## config.mk

```make
export PLATFORM = sky130hd
export DESIGN_NAME = rsc_alu
export DESIGN_NICKNAME = d
export VERILOG_FILES = /design/src/rtl/core/rsc_pkg.sv /design/src/rtl/core/rsc_alu.sv
export SDC_FILE = /design/constraint.sdc
export NUM_CORES = 1
export LEC_CHECK = 0
export BUFFER_PORTS_ARGS = -buffer_cell sky130_fd_sc_hd__buf_4
export CORE_MARGIN = 3
export CORE_UTILIZATION = 35
export DETAILED_ROUTE_END_ITERATION = 7
export GPL_ROUTABILITY_DRIVEN = 1
export PLACE_DENSITY_LB_ADDON = 0.3
export SYNTH_ARGS = -nofsm -noshare
export SYNTH_HDL_FRONTEND = slang
export SYNTH_SLANG_ARGS = --single-unit
export TNS_END_PERCENT = 20
```

## constraint.sdc

```tcl
create_clock -name clk -period 20.2 [get_ports clk]
set_clock_uncertainty 0.2 [all_clocks]
set_input_delay 4.04 -clock clk [delete_from_list [all_inputs] [get_ports clk]]
set_output_delay 4.04 -clock clk [all_outputs]
set_load 0.03 [all_outputs]
```

## src/rtl/core/rsc_pkg.sv

```systemverilog
// shared types, codes and constants of the rpn stack calculator
// no dependencies; used by every module of the block
`timescale 1ns / 1ps

package rsc_pkg;

	localparam int unsigned DATA_W   = 64;
	localparam int unsigned ADD_W    = DATA_W + 2;
	localparam int unsigned STEP_W   = $clog2(DATA_W);
	localparam int unsigned REQ_W    = 4;
	localparam int unsigned STATUS_W = 3;

	localparam int unsigned STACK_DEPTH_DEF = 64;
	localparam int unsigned FRAC_BITS_DEF   = 32;

	// command codes
	localparam logic [REQ_W-1:0] REQ_PUSH  = 4'd0;
	localparam logic [REQ_W-1:0] REQ_ADD   = 4'd1;
	localparam logic [REQ_W-1:0] REQ_SUB   = 4'd2;
	localparam logic [REQ_W-1:0] REQ_MUL   = 4'd3;
	localparam logic [REQ_W-1:0] REQ_DIV   = 4'd4;
	localparam logic [REQ_W-1:0] REQ_DROP  = 4'd5;
	localparam logic [REQ_W-1:0] REQ_SWAP  = 4'd6;
	localparam logic [REQ_W-1:0] REQ_BLANK = 4'd7;

	// status codes
	localparam logic [STATUS_W-1:0] ST_OK      = 3'd0;
	localparam logic [STATUS_W-1:0] ST_UNDER   = 3'd1;
	localparam logic [STATUS_W-1:0] ST_UNRECOG = 3'd2;
	localparam logic [STATUS_W-1:0] ST_FULL    = 3'd3;
	localparam logic [STATUS_W-1:0] ST_OVF     = 3'd4;

	// saturation limits
	localparam logic [DATA_W-1:0] SAT_POS = {1'b0, {(DATA_W-1){1'b1}}};
	localparam logic [DATA_W-1:0] SAT_NEG = {1'b1, {(DATA_W-1){1'b0}}};

	// arithmetic unit operations
	typedef logic [1:0] alu_op_t;
	localparam alu_op_t ALU_ADD = 2'd0;
	localparam alu_op_t ALU_SUB = 2'd1;
	localparam alu_op_t ALU_MUL = 2'd2;
	localparam alu_op_t ALU_DIV = 2'd3;

	typedef struct packed {
		logic    start;
		alu_op_t op;
	} alu_req_t;

	typedef struct packed {
		logic done;
		logic sat;
	} alu_rsp_t;

endpackage

```

## src/rtl/core/rsc_alu.sv

```systemverilog
// shared arithmetic unit: one adder used for add, subtract, and the
// one-bit-per-cycle shift-add multiply and restoring divide; uses rsc_pkg
`timescale 1ns / 1ps

module rsc_alu
	import rsc_pkg::*;
#(
	parameter int unsigned FRAC_BITS = FRAC_BITS_DEF
) (
	input  logic              clk,
	input  logic              arst_n,
	input  alu_req_t          req,
	input  logic [DATA_W-1:0] x,
	input  logic [DATA_W-1:0] y,
	output alu_rsp_t          rsp,
	output logic [DATA_W-1:0] result
);

	localparam logic [2:0] A_IDLE = 3'd0;
	localparam logic [2:0] A_MAG  = 3'd1;
	localparam logic [2:0] A_LOAD = 3'd2;
	localparam logic [2:0] A_RUN  = 3'd3;
	localparam logic [2:0] A_FIN  = 3'd4;

	logic [2:0]          state_q;
	logic                done_q;
	alu_op_t             op_q;
	logic [DATA_W-1:0]   x_q;
	logic [DATA_W-1:0]   y_q;
	logic [DATA_W-1:0]   mx_q;
	logic [DATA_W-1:0]   my_q;
	logic                neg_q;
	logic [DATA_W-1:0]   a_q;
	logic [DATA_W-1:0]   hi_q;
	logic [DATA_W-1:0]   lo_q;
	logic                ovf_q;
	logic [STEP_W-1:0]   step_q;
	logic [DATA_W-1:0]   result_q;
	logic                sat_q;

	logic [ADD_W-1:0]    add_a;
	logic [ADD_W-1:0]    add_b;
	logic                add_sub;
	logic [ADD_W-1:0]    add_res;
	logic                as_ovf;
	logic                div_ge;
	logic                mag_ready;
	logic [2*DATA_W-1:0] num;
	logic [2*DATA_W-1:0] prod;
	logic [DATA_W-1:0]   fin_mag;
	logic                fin_over;

	// operand selection for the shared adder
	always_comb begin
		add_a   = '0;
		add_b   = '0;
		add_sub = 1'b0;
		unique case (state_q)
			A_MAG: begin
				add_a   = {{2{x_q[DATA_W-1]}}, x_q};
				add_b   = {{2{y_q[DATA_W-1]}}, y_q};
				add_sub = (op_q == ALU_SUB);
			end
			A_RUN: begin
				if (op_q == ALU_MUL) begin
					add_a = {2'b00, hi_q};
					add_b = lo_q[0] ? {2'b00, a_q} : '0;
				end else begin
					add_a   = {1'b0, hi_q, lo_q[DATA_W-1]};
					add_b   = {2'b00, a_q};
					add_sub = 1'b1;
				end
			end
			default: begin
			end
		endcase
	end

	assign add_res = add_a + (add_b ^ {ADD_W{add_sub}}) + ADD_W'(add_sub);

	// exact sum fits in one more bit; overflow when the two top bits differ
	assign as_ovf = add_res[DATA_W] ^ add_res[DATA_W-1];
	assign div_ge = ~add_res[ADD_W-1];

	// add, subtract and divide by zero finish straight after the operands
	assign mag_ready = (op_q == ALU_ADD) || (op_q == ALU_SUB) ||
			((op_q == ALU_DIV) && (y_q == '0));

	// scaled dividend and rescaled product
	assign num  = {{DATA_W{1'b0}}, mx_q} << FRAC_BITS;
	assign prod = {hi_q, lo_q} >> FRAC_BITS;

	// magnitude and range at the end of a multiply or divide
	always_comb begin
		if (op_q == ALU_MUL) begin
			fin_mag  = prod[DATA_W-1:0];
			fin_over = |prod[2*DATA_W-1:DATA_W];
		end else begin
			fin_mag  = lo_q;
			fin_over = ovf_q;
		end
	end

	// sequencer
	always_ff @(posedge clk or negedge arst_n) begin
		if (!arst_n) begin
			state_q <= A_IDLE;
			done_q  <= 1'b0;
		end else begin
			done_q <= 1'b0;
			unique case (state_q)
				A_IDLE: begin
					if (req.start) begin
						state_q <= A_MAG;
					end
				end
				A_MAG: begin
					if (mag_ready) begin
						state_q <= A_IDLE;
						done_q  <= 1'b1;
					end else begin
						state_q <= A_LOAD;
					end
				end
				A_LOAD: begin
					state_q <= A_RUN;
				end
				A_RUN: begin
					if (step_q == STEP_W'(DATA_W - 1)) begin
						state_q <= A_FIN;
					end
				end
				A_FIN: begin
					state_q <= A_IDLE;
					done_q  <= 1'b1;
				end
				default: begin
					state_q <= A_IDLE;
				end
			endcase
		end
	end

	// datapath registers
	always_ff @(posedge clk) begin
		unique case (state_q)
			A_IDLE: begin
				if (req.start) begin
					op_q <= req.op;
					x_q  <= x;
					y_q  <= y;
				end
			end
			A_MAG: begin
				neg_q <= x_q[DATA_W-1] ^ y_q[DATA_W-1];
				mx_q  <= x_q[DATA_W-1] ? (DATA_W'(0) - x_q) : x_q;
				my_q  <= y_q[DATA_W-1] ? (DATA_W'(0) - y_q) : y_q;
				if (op_q == ALU_ADD || op_q == ALU_SUB) begin
					sat_q <= as_ovf;
					if (as_ovf) begin
						result_q <= add_res[DATA_W] ? SAT_NEG : SAT_POS;
					end else begin
						result_q <= add_res[DATA_W-1:0];
					end
				end else begin
					// divide by zero saturates by the sign of the dividend
					sat_q    <= 1'b1;
					result_q <= x_q[DATA_W-1] ? SAT_NEG : SAT_POS;
				end
			end
			A_LOAD: begin
				step_q <= '0;
				if (op_q == ALU_MUL) begin
					a_q  <= mx_q;
					hi_q <= '0;
					lo_q <= my_q;
				end else begin
					a_q   <= my_q;
					hi_q  <= num[2*DATA_W-1:DATA_W];
					lo_q  <= num[DATA_W-1:0];
					// upper quotient half non-zero when the top half reaches the divisor
					ovf_q <= (num[2*DATA_W-1:DATA_W] >= my_q);
				end
			end
			A_RUN: begin
				step_q <= step_q + STEP_W'(1);
				if (op_q == ALU_MUL) begin
					hi_q <= add_res[DATA_W:1];
					lo_q <= {add_res[0], lo_q[DATA_W-1:1]};
				end else begin
					hi_q <= div_ge ? add_res[DATA_W-1:0] : {hi_q[DATA_W-2:0], lo_q[DATA_W-1]};
					lo_q <= {lo_q[DATA_W-2:0], div_ge};
				end
			end
			A_FIN: begin
				if (neg_q) begin
					sat_q    <= fin_over || (fin_mag > SAT_NEG);
					result_q <= (fin_over || (fin_mag > SAT_NEG)) ? SAT_NEG :
							(DATA_W'(0) - fin_mag);
				end else begin
					sat_q    <= fin_over || fin_mag[DATA_W-1];
					result_q <= (fin_over || fin_mag[DATA_W-1]) ? SAT_POS : fin_mag;
				end
			end
			default: begin
			end
		endcase
	end

	assign rsp.done = done_q;
	assign rsp.sat  = sat_q;
	assign result   = result_q;

endmodule

```

**Yosys cells after proc, flatten, opt, wreduce, memory -nomap -nowiden**

Index checks and enable logic that the tools add are counted.
W data, S select, Z words.

- ROM bits: 0
- Word-level logic and storage cells: 91
- Bits in registers: 527
- Bits in writable memories: 0
- Bits of input ports: 133
- Memories: 0
- Latch bits: 0
- Output and inout bits: 66

- Equal/unequal tests: 10
- Bitwise gates (word level): 5
- Reduce and logical (&&, ||, !) cells: 14
- Divide/modulo/power cells: 0
- $add $sub $neg: 6
- $lt $le $gt $ge: 2
- Multiply operators: 0
- Multiplexer cells: 37
- Shifts and indexed selects: 0

Operators with widths:

| operator | number |
|---|---|
| $mux W64 | 15 |
| $pmux W64 S2 | 3 |
| $pmux W66 S2 | 2 |
| $sub A1 B64 Y64 const A | 3 |
| $mux W63 | 2 |
| $add A66 B1 Y66 | 1 |
| $add A66 B66 Y66 | 1 |
| $xor A66 B66 Y66 | 1 |
| $mux W65 | 1 |
| $ge A32 B64 Y1 | 1 |
| $gt A64 B64 Y1 const B | 1 |
| $logic_not A64 Y1 | 1 |
| $mux W32 | 1 |
| $reduce_or A32 Y1 | 1 |
| $pmux W3 S4 | 1 |
| $pmux W6 S2 | 1 |
| $add A6 B1 Y6 const B | 1 |
| $eq A3 B2 Y1 const B | 2 |
| $eq A6 B6 Y1 const B | 1 |
| $mux W3 | 2 |
| $pmux W1 S2 | 3 |
| $reduce_and A2 Y1 | 3 |
| $mux W1 | 5 |
| $eq A2 B2 Y1 const B | 2 |
| other kinds (12) | 19 |

**Depth between registers and ports, before layout**

Gate-level depths: netlist of run 1.

- Word-level depth: 10
- Mapped depth: 28
- Gate-level depth less buffers: 17

**Least setup slack after synthesis of run 1**

OpenSTA, ideal clock, no wires.

- Path type: in2reg
- From: input req[2] in the netlist's numbering
- To: register op_q[0] (enable)
- Required time: 19.017 ns
- Path buffers: 0
- Path slack: 1.928 ns
- Cell stages on the path: 1
- Data arrival time: 17.088 ns
- Library setup time: 0.983 ns
- Cells stage by stage: nor4b_1

- Longest elaborated chain between the ends: 1

Ends and longest elaborated chain:

| item | line | text |
|---|---|---|
| from (decl) | rsc_alu.sv:12 | `input alu_req_t req,` |
| $reduce_and A2 Y1 (no source line) | n/a |  |
| to (signal assigned) | rsc_alu.sv:149 | `op_q <= req.op;` |
| to (decl) | rsc_alu.sv:27 | `alu_op_t op_q;` |

Every way passes these cells.
A chain may end at the register's enable or synchronous reset.

**Final worst setup path of run 1**

- From: register state_q[1]
- To: register result_q[27], in the netlist result[27], data pin

- Longest elaborated chain between the ends: 9
- Elaborated cells between the ends (all ways): 14
- Classes of those cells: 2 x add/sub; 3 x eq/ne; 7 x mux; 2 x bitwise

Ends and longest elaborated chain:

| item | line | text |
|---|---|---|
| from (decl) | rsc_alu.sv:25 | `logic [2:0] state_q;` |
| from (signal assigned) | rsc_alu.sv:107 | `state_q <= A_IDLE;` |
| from (signal assigned) | rsc_alu.sv:114 | `state_q <= A_MAG;` |
| from (signal assigned) | rsc_alu.sv:119 | `state_q <= A_IDLE;` |
| $eq A3 B2 Y1 or $eq A3 B1 Y1 (tied branches) | rsc_alu.sv:58, rsc_alu.sv:146 |  |
| $pmux W66 S2 or $pmux W1 S2 (tied branches) | rsc_alu.sv:58 | `unique case (state_q)` |
| $xor A66 B66 Y66 | rsc_alu.sv:79 | `assign add_res = add_a + (add_b ^ {ADD_W{add_sub}}) + ADD_W'(add_sub);` |
| $add A66 B66 Y66 | rsc_alu.sv:79 |  |
| $add A66 B1 Y66 | rsc_alu.sv:79 |  |
| $mux W64 or $xor A1 B1 Y1 (tied branches) | rsc_alu.sv:161, rsc_alu.sv:82 |  |
| $mux W64 | rsc_alu.sv:160 | `if (as_ovf) begin` |
| $mux W64 | rsc_alu.sv:158 | `if (op_q == ALU_ADD \|\| op_q == ALU_SUB) begin` |
| $pmux W64 S2 (*) | rsc_alu.sv:146 | `unique case (state_q)` |
| to (signal assigned) | rsc_alu.sv:161 | `result_q <= add_res[DATA_W] ? SAT_NEG : SAT_POS;` |
| to (signal assigned) | rsc_alu.sv:163 | `result_q <= add_res[DATA_W-1:0];` |
| to (signal assigned) | rsc_alu.sv:168 | `result_q <= x_q[DATA_W-1] ? SAT_NEG : SAT_POS;` |
| to (decl) | rsc_alu.sv:38 | `logic [DATA_W-1:0] result_q;` |

Every way passes the cells marked *; elsewhere a longest branch is shown, timed or not.

==> reports/metrics.csv, run 1 <==
metric,value,unit
slew_headroom,19.3,%
place_hpwl,107,mm
status,finished clean,
grt_first_pass_wirelength,197,mm
crit_cells,20,
clk_latency,640,ps
finalWirelength,139,mm
cts_sinks,527,
syn_area,0.0345,mm²
fill_cells,9496,
port_buffers,198,
grt-ovfl-total,0,
cts_tree,done,
synth.distinct_cells,101,
timing.fmax,134,MHz
die_w,320,µm
yosysSeqAreaShare,45.9,%
clock_path_buffers,3,
rows,114,
ios,199,
syn_to_final_growth,13.5,%
post_cts_buffers,0,
dieArea,0.102,mm²
initial_core_util,35.5,%
routedWlPerCell,28.5,µm
hold_path.class,flop to flop,
root_buffer,clkbuf_16,
diodes,0,
clk_pin_slew_worst_paths,60,ps
finalMaxSlewViolations,0,
critPathTopFamily,compound AO/OA/AOI/OAI gates,
antenna_found_initial,2,
grt_max_degree,152,
finalSetupViolCount,0,
holdPathStages,2,
critical-path-slowest-cell,xor2_1,
tightest_slew,1190,ps
cts_made_buffers,66,
synth_enable_flop_cells,523,
ff2ff_path_depth,20,
ys.flop_type,edfxtp_1,
startpoint_type,flop,
required,20390,ps
ctsHoldBuffers,0,
finalCritPeriodShare,36.9,%
rsz0062_at_grt,no,
layout.nets,3787,
drtPass1Iterations,5,
drc,0,
drt_iter0_markers,4532,
path_buf_inv,3,
layout_common_cells,"523 x edfxtp_1, 433 x nand2_1, 354 x o21ai_0",
path_cells,and3b_1 -> buf_4 -> and2_2 -> buf_4 -> a22oi_1 -> xnor2_1 -> ha_1 -> a2111o_1 -> a221oi_1 -> o31a_1 -> o21ai_0 -> a21bo_2 -> a211oi_2 -> o31ai_2 -> a21oi_1 -> xor2_1 -> o31ai_4 -> buf_4 -> o21ba_1 -> nor2_1,
core_area,0.0971,mm²
routabilityCongestion,0.984,
finalSetupTns,0,ps
cp-end-kind,flop,
drv_cap,0,
synthCells,3475,
crit_path_max_incr_delay,870,ps
crit_arrival,7640,ps
dr_total_vias,29607,
final_hold_viol_count,0,
critPathKind,flop to flop,
antenna_left,0,
syn_area_per_cell,9.92,µm²
htree_levels,3,
die_y,320,µm
syn_nets,3709,
crit_top_cell,buf_4,
synth-seq-cells,527,
ys_warn_count,0,
grt.total_usage,26.3,%
crit_fanout,63,
grt_pass1_vias,26861,
layout_commonest_cell,edfxtp_1,
fin_crit,7450,ps
ctsResizeCount,0,
asyncSetResetFlopFracSynth,0.759,%
final_layout_size_suffix_gt1_share,12.1,%
viasPerCell,6.07,
[area by class of cell]
cell class	instances	area (µm²)	area share, %
Multi-Input combinational cell	2655	17500	44.8
Sequential cell	527	15800	40.4
Timing Repair Buffer	239	1840	4.71
Clock buffer	82	1710	4.38
Tap cell	1276	1600	4.08
Clock inverter	37	397	1.01
Inverter	64	240	0.614
[worst paths after layout]
kind	slack (ps)	from	end
min in group asynchronous	2990	arst_n	done_q$_DFF_PN0_
hold reg to reg	370	mx_q[31]$_DFFE_PN_	a_q[31]$_DFFE_PP_
setup / recovery	12750	state_q[1]$_DFFE_PN0P_	result[27]$_DFFE_PP_
max in group asynchronous	16700	arst_n	state_q[0]$_DFFE_PN0P_
hold / removal	370	mx_q[31]$_DFFE_PN_	a_q[31]$_DFFE_PP_
setup reg to reg	12750	state_q[1]$_DFFE_PN0P_	result[27]$_DFFE_PP_
[cell usage after synthesis, types with 13 or more instances]
cell type	n	share of area, %
nand2b_1	41	0.74
nor2_1	200	2.2
a21o_1	62	1.4
nand4_1	42	0.76
a21oi_1	271	3.9
edfxtp_1	523	46
xnor2_1	227	5.8
o21a_1	18	0.39
nand2_1	433	4.7
inv_1	63	0.69
a22oi_1	81	1.8
clkbuf_1	149	1.6
nor3_1	94	1.4
nand3_1	54	0.78
or4_1	13	0.28
buf_2	42	0.61
or3_1	44	0.80
buf_1	22	0.24
a211oi_1	14	0.30
ha_1	100	3.6
xor2_1	39	0.99
a221oi_1	24	0.61
mux2i_1	172	5.0
nor4_1	23	0.42
o41ai_1	14	0.36
and2_1	22	0.40
mux4_2	30	2.0
o31ai_1	53	1.2
o21ai_0	355	5.2
o22ai_1	17	0.31
a31oi_1	33	0.60
[metrics by stage]
step	instances	util [%]	area, µm²	hold slack [ps]	setup WS, ps
global placement	4761	38.1	37000	333	12890
global route	4880	40.3	39100	382	12340
finish	4880	40.3	39100	368	12750
CTS	4880	40.3	39100	363	12760
floorplan	3475	-	34500	296	1930
detailed placement	4761	38.1	37000	348	12800
[metal layers]
metal  up-vias  track usage (%)  part of all wire, %
met5         -                0               0.0057
met4         2             10.1                  4.0
met3       205             4.76                   11
met2      1823             37.2                   41
met1     14425             39.7                   44
li1      13152                -                    -
[worst reg2reg max path: stages, from the launching register on]
cell      delay, ps
dfrtp_1         670
and3b_1         230
buf_4           400
and2_2          270
buf_4           620
a22oi_1         250
xnor2_1         180
ha_1            400
a2111o_1        440
a221oi_1        340
o31a_1          200
o21ai_0         130
a21bo_2         250
a211oi_2        490
o31ai_2         180
a21oi_1         240
xor2_1          870
o31ai_4         110
buf_4           340
o21ba_1         350
nor2_1           40
[logic make-up (layout without fill, tap and decap cells)]
| kind of cell | count (synthesis) | after routing | synth area share [%] |
|---|---|---|---|
| simple gates | 1039 | 1039 | 14.2 |
| compound gates | 1036 | 1036 | 18.6 |
| flops | 527 | 527 | 45.9 |
| buf+inv | 293 | 422 | 3.59 |
| xor+xnor | 266 | 266 | 6.76 |
| mux | 211 | 211 | 7.29 |
| fa+ha+maj | 103 | 103 | 3.75 |
[sequential cells by signal, indices dropped and copies added (netlist names)]
signal and flops:
result 64, neg_q 1, lo_q 64, ovf_q 1, hi_q 64, x_q 64
mx_q 64, my_q 64, a_q 64, y_q 64, done_q 1, state_q 3
op_q 2, step_q 6, sat_q 1
Power of run 1 is not shown: default switching activity piles up to over one toggle a cycle in this logic, so the estimate is an artifact.
==> inputs of run 2 (changes only) <==
==> constraint.sdc (replaced) <==
create_clock -name clk -period 7.56 [get_ports clk]
set_clock_uncertainty 0.2 [all_clocks]
set_input_delay 1.512 -clock clk [delete_from_list [all_inputs] [get_ports clk]]
set_output_delay 1.512 -clock clk [all_outputs]
set_load 0.03 [all_outputs]
==> reports/metrics.csv, run 2 (synthesis gave the netlist of run 1 again) <==
metric,value,unit
status,finished clean,
critPathKind,flop to flop,
layout_common_cells,"523 x edfxtp_1, 433 x nand2_1, 354 x o21ai_0",
ctsHoldBuffers,0,
required,7850,ps
crit_arrival,7180,ps
startpoint_type,flop,
tightest_slew,1170,ps
crit_path_max_incr_delay,700,ps
ctsResizeCount,0,
rows,114,
multi_input_area,0.0175,mm²
finalMaxSlewViolations,0,
crit_fanout,30,
syn_to_final_growth,14.2,%
rsz0062_at_grt,no,
critPathTopFamily,simple AND/OR/NAND/NOR gates,
die_y,320,µm
finalCritPeriodShare,91.1,%
viasPerCell,6.08,
fin_crit,6880,ps
dr_total_vias,29842,
path_cells,and3b_1 -> and2_2 -> buf_4 -> a22oi_1 -> xnor2_1 -> ha_1 -> nand4_1 -> nor3_1 -> nand2_1 -> nor2_1 -> a211o_1 -> a211oi_2 -> o31ai_2 -> a21oi_1 -> xor2_1 -> buf_4 -> o31ai_4 -> buf_4 -> a21oi_1 -> nor2_1,
cts_made_buffers,60,
drtPass1Iterations,6,
min_to,a_q[0]$_DFFE_PP_,
die_w,320,µm
drt_iter0_markers,4901,
critical-path-slowest-cell,dfrtp_1,
grt_pass1_vias,27566,
initial_core_util,35.5,%
ff2ff_path_depth,20,
clk_latency,670,ps
port_buffers,198,
grt_first_pass_wirelength,199,mm
fin_hold_ws,346,ps
hp-start,mx_q[0]$_DFFE_PN_,
routabilityCongestion,0.979,
post_cts_buffers,0,
routedWlPerCell,28.5,µm
rrSetupSlack,680,ps
stdcell_area,0.0393,mm²
fill_cells,9497,
timing.rr.end,result[48]$_DFFE_PP_,
layout.nets,3813,
dpl_cell_area,0.0373,mm²
grt-ovfl-total,0,
timing.fmax,145,MHz
cts_sinks,527,
slew_headroom,22.3,%
clk_pin_slew_worst_paths,60,ps
place_hpwl,109,mm
regArea,0.0158,mm²
antenna_left,0,
path_buf_inv,3,
timing.rr.start,state_q[1]$_DFFE_PN0P_,
finalWirelength,140,mm
antenna_found_initial,5,
grt.total_usage,26.5,%
root_buffer,clkbuf_16,
htree_levels,2,
final_layout_size_suffix_gt1_share,12.6,%
core_area,0.0971,mm²
drc,0,
holdPathStages,2,
dieArea,0.102,mm²
crit_top_cell,buf_4,
ios,199,
layout_commonest_cell,edfxtp_1,
clock_path_buffers,3,
fin_util,40.5,%
finalSetupViolCount,0,
final_hold_viol_count,0,
cts_tree,done,
cp-end-kind,flop,
hold_path.class,flop to flop,
drv_cap,0,
grt_max_degree,101,
## run 2: final cells by class
type	instances	share of cell area [%]
Antenna cell	6	0.0382
Clock buffer	68	3.95
Clock inverter	44	1.14
Inverter	64	0.611
Multi-Input combinational cell	2655	44.5
Sequential cell	527	40.2
Tap cell	1276	4.06
Timing Repair Buffer	271	5.52
## run 2: how the worst max path moves through the flow
stage	from	to	slack (ps)	cells after the start
global route	state_q[1]$_DFFE_PN0P_	result[44]$_DFFE_PP_	500	18
finish	state_q[1]$_DFFE_PN0P_	result[48]$_DFFE_PP_	680	20
detailed placement	state_q[1]$_DFFE_PN0P_	result[13]$_DFFE_PP_	880	20
global placement	state_q[1]$_DFFE_PN0P_	result[19]$_DFFE_PP_	880	20
floorplan	state_q[2]$_DFFE_PN0P_	hi_q[9]$_DFFE_PP_	-820	21
CTS	state_q[1]$_DFFE_PN0P_	result[48]$_DFFE_PP_	840	20
## run 2: layer usage
layer	GRT usage [%]	vias up	part of all wire [%]
met5	0	-	0.0093
met4	10.2	2	4.3
met3	5.64	242	11
met2	37.9	1844	41
met1	39.1	14544	43
li1	-	13210	-
## run 2: stage by stage
stage	setup slack [ps]	TNS (ps)	instances
floorplan	-819	-72250	3475
global route	499	0	4905
finish	675	0	4911
detailed placement	876	0	4793
CTS	835	0	4905
global placement	878	0	4793
## run 2: worst min-delay path, delay by kind of cell (launching register included)
family	cells	cell delay, ps
DFF	1	340
and+or+nand+nor	2	100
Power of run 2 is left out for the same reason.
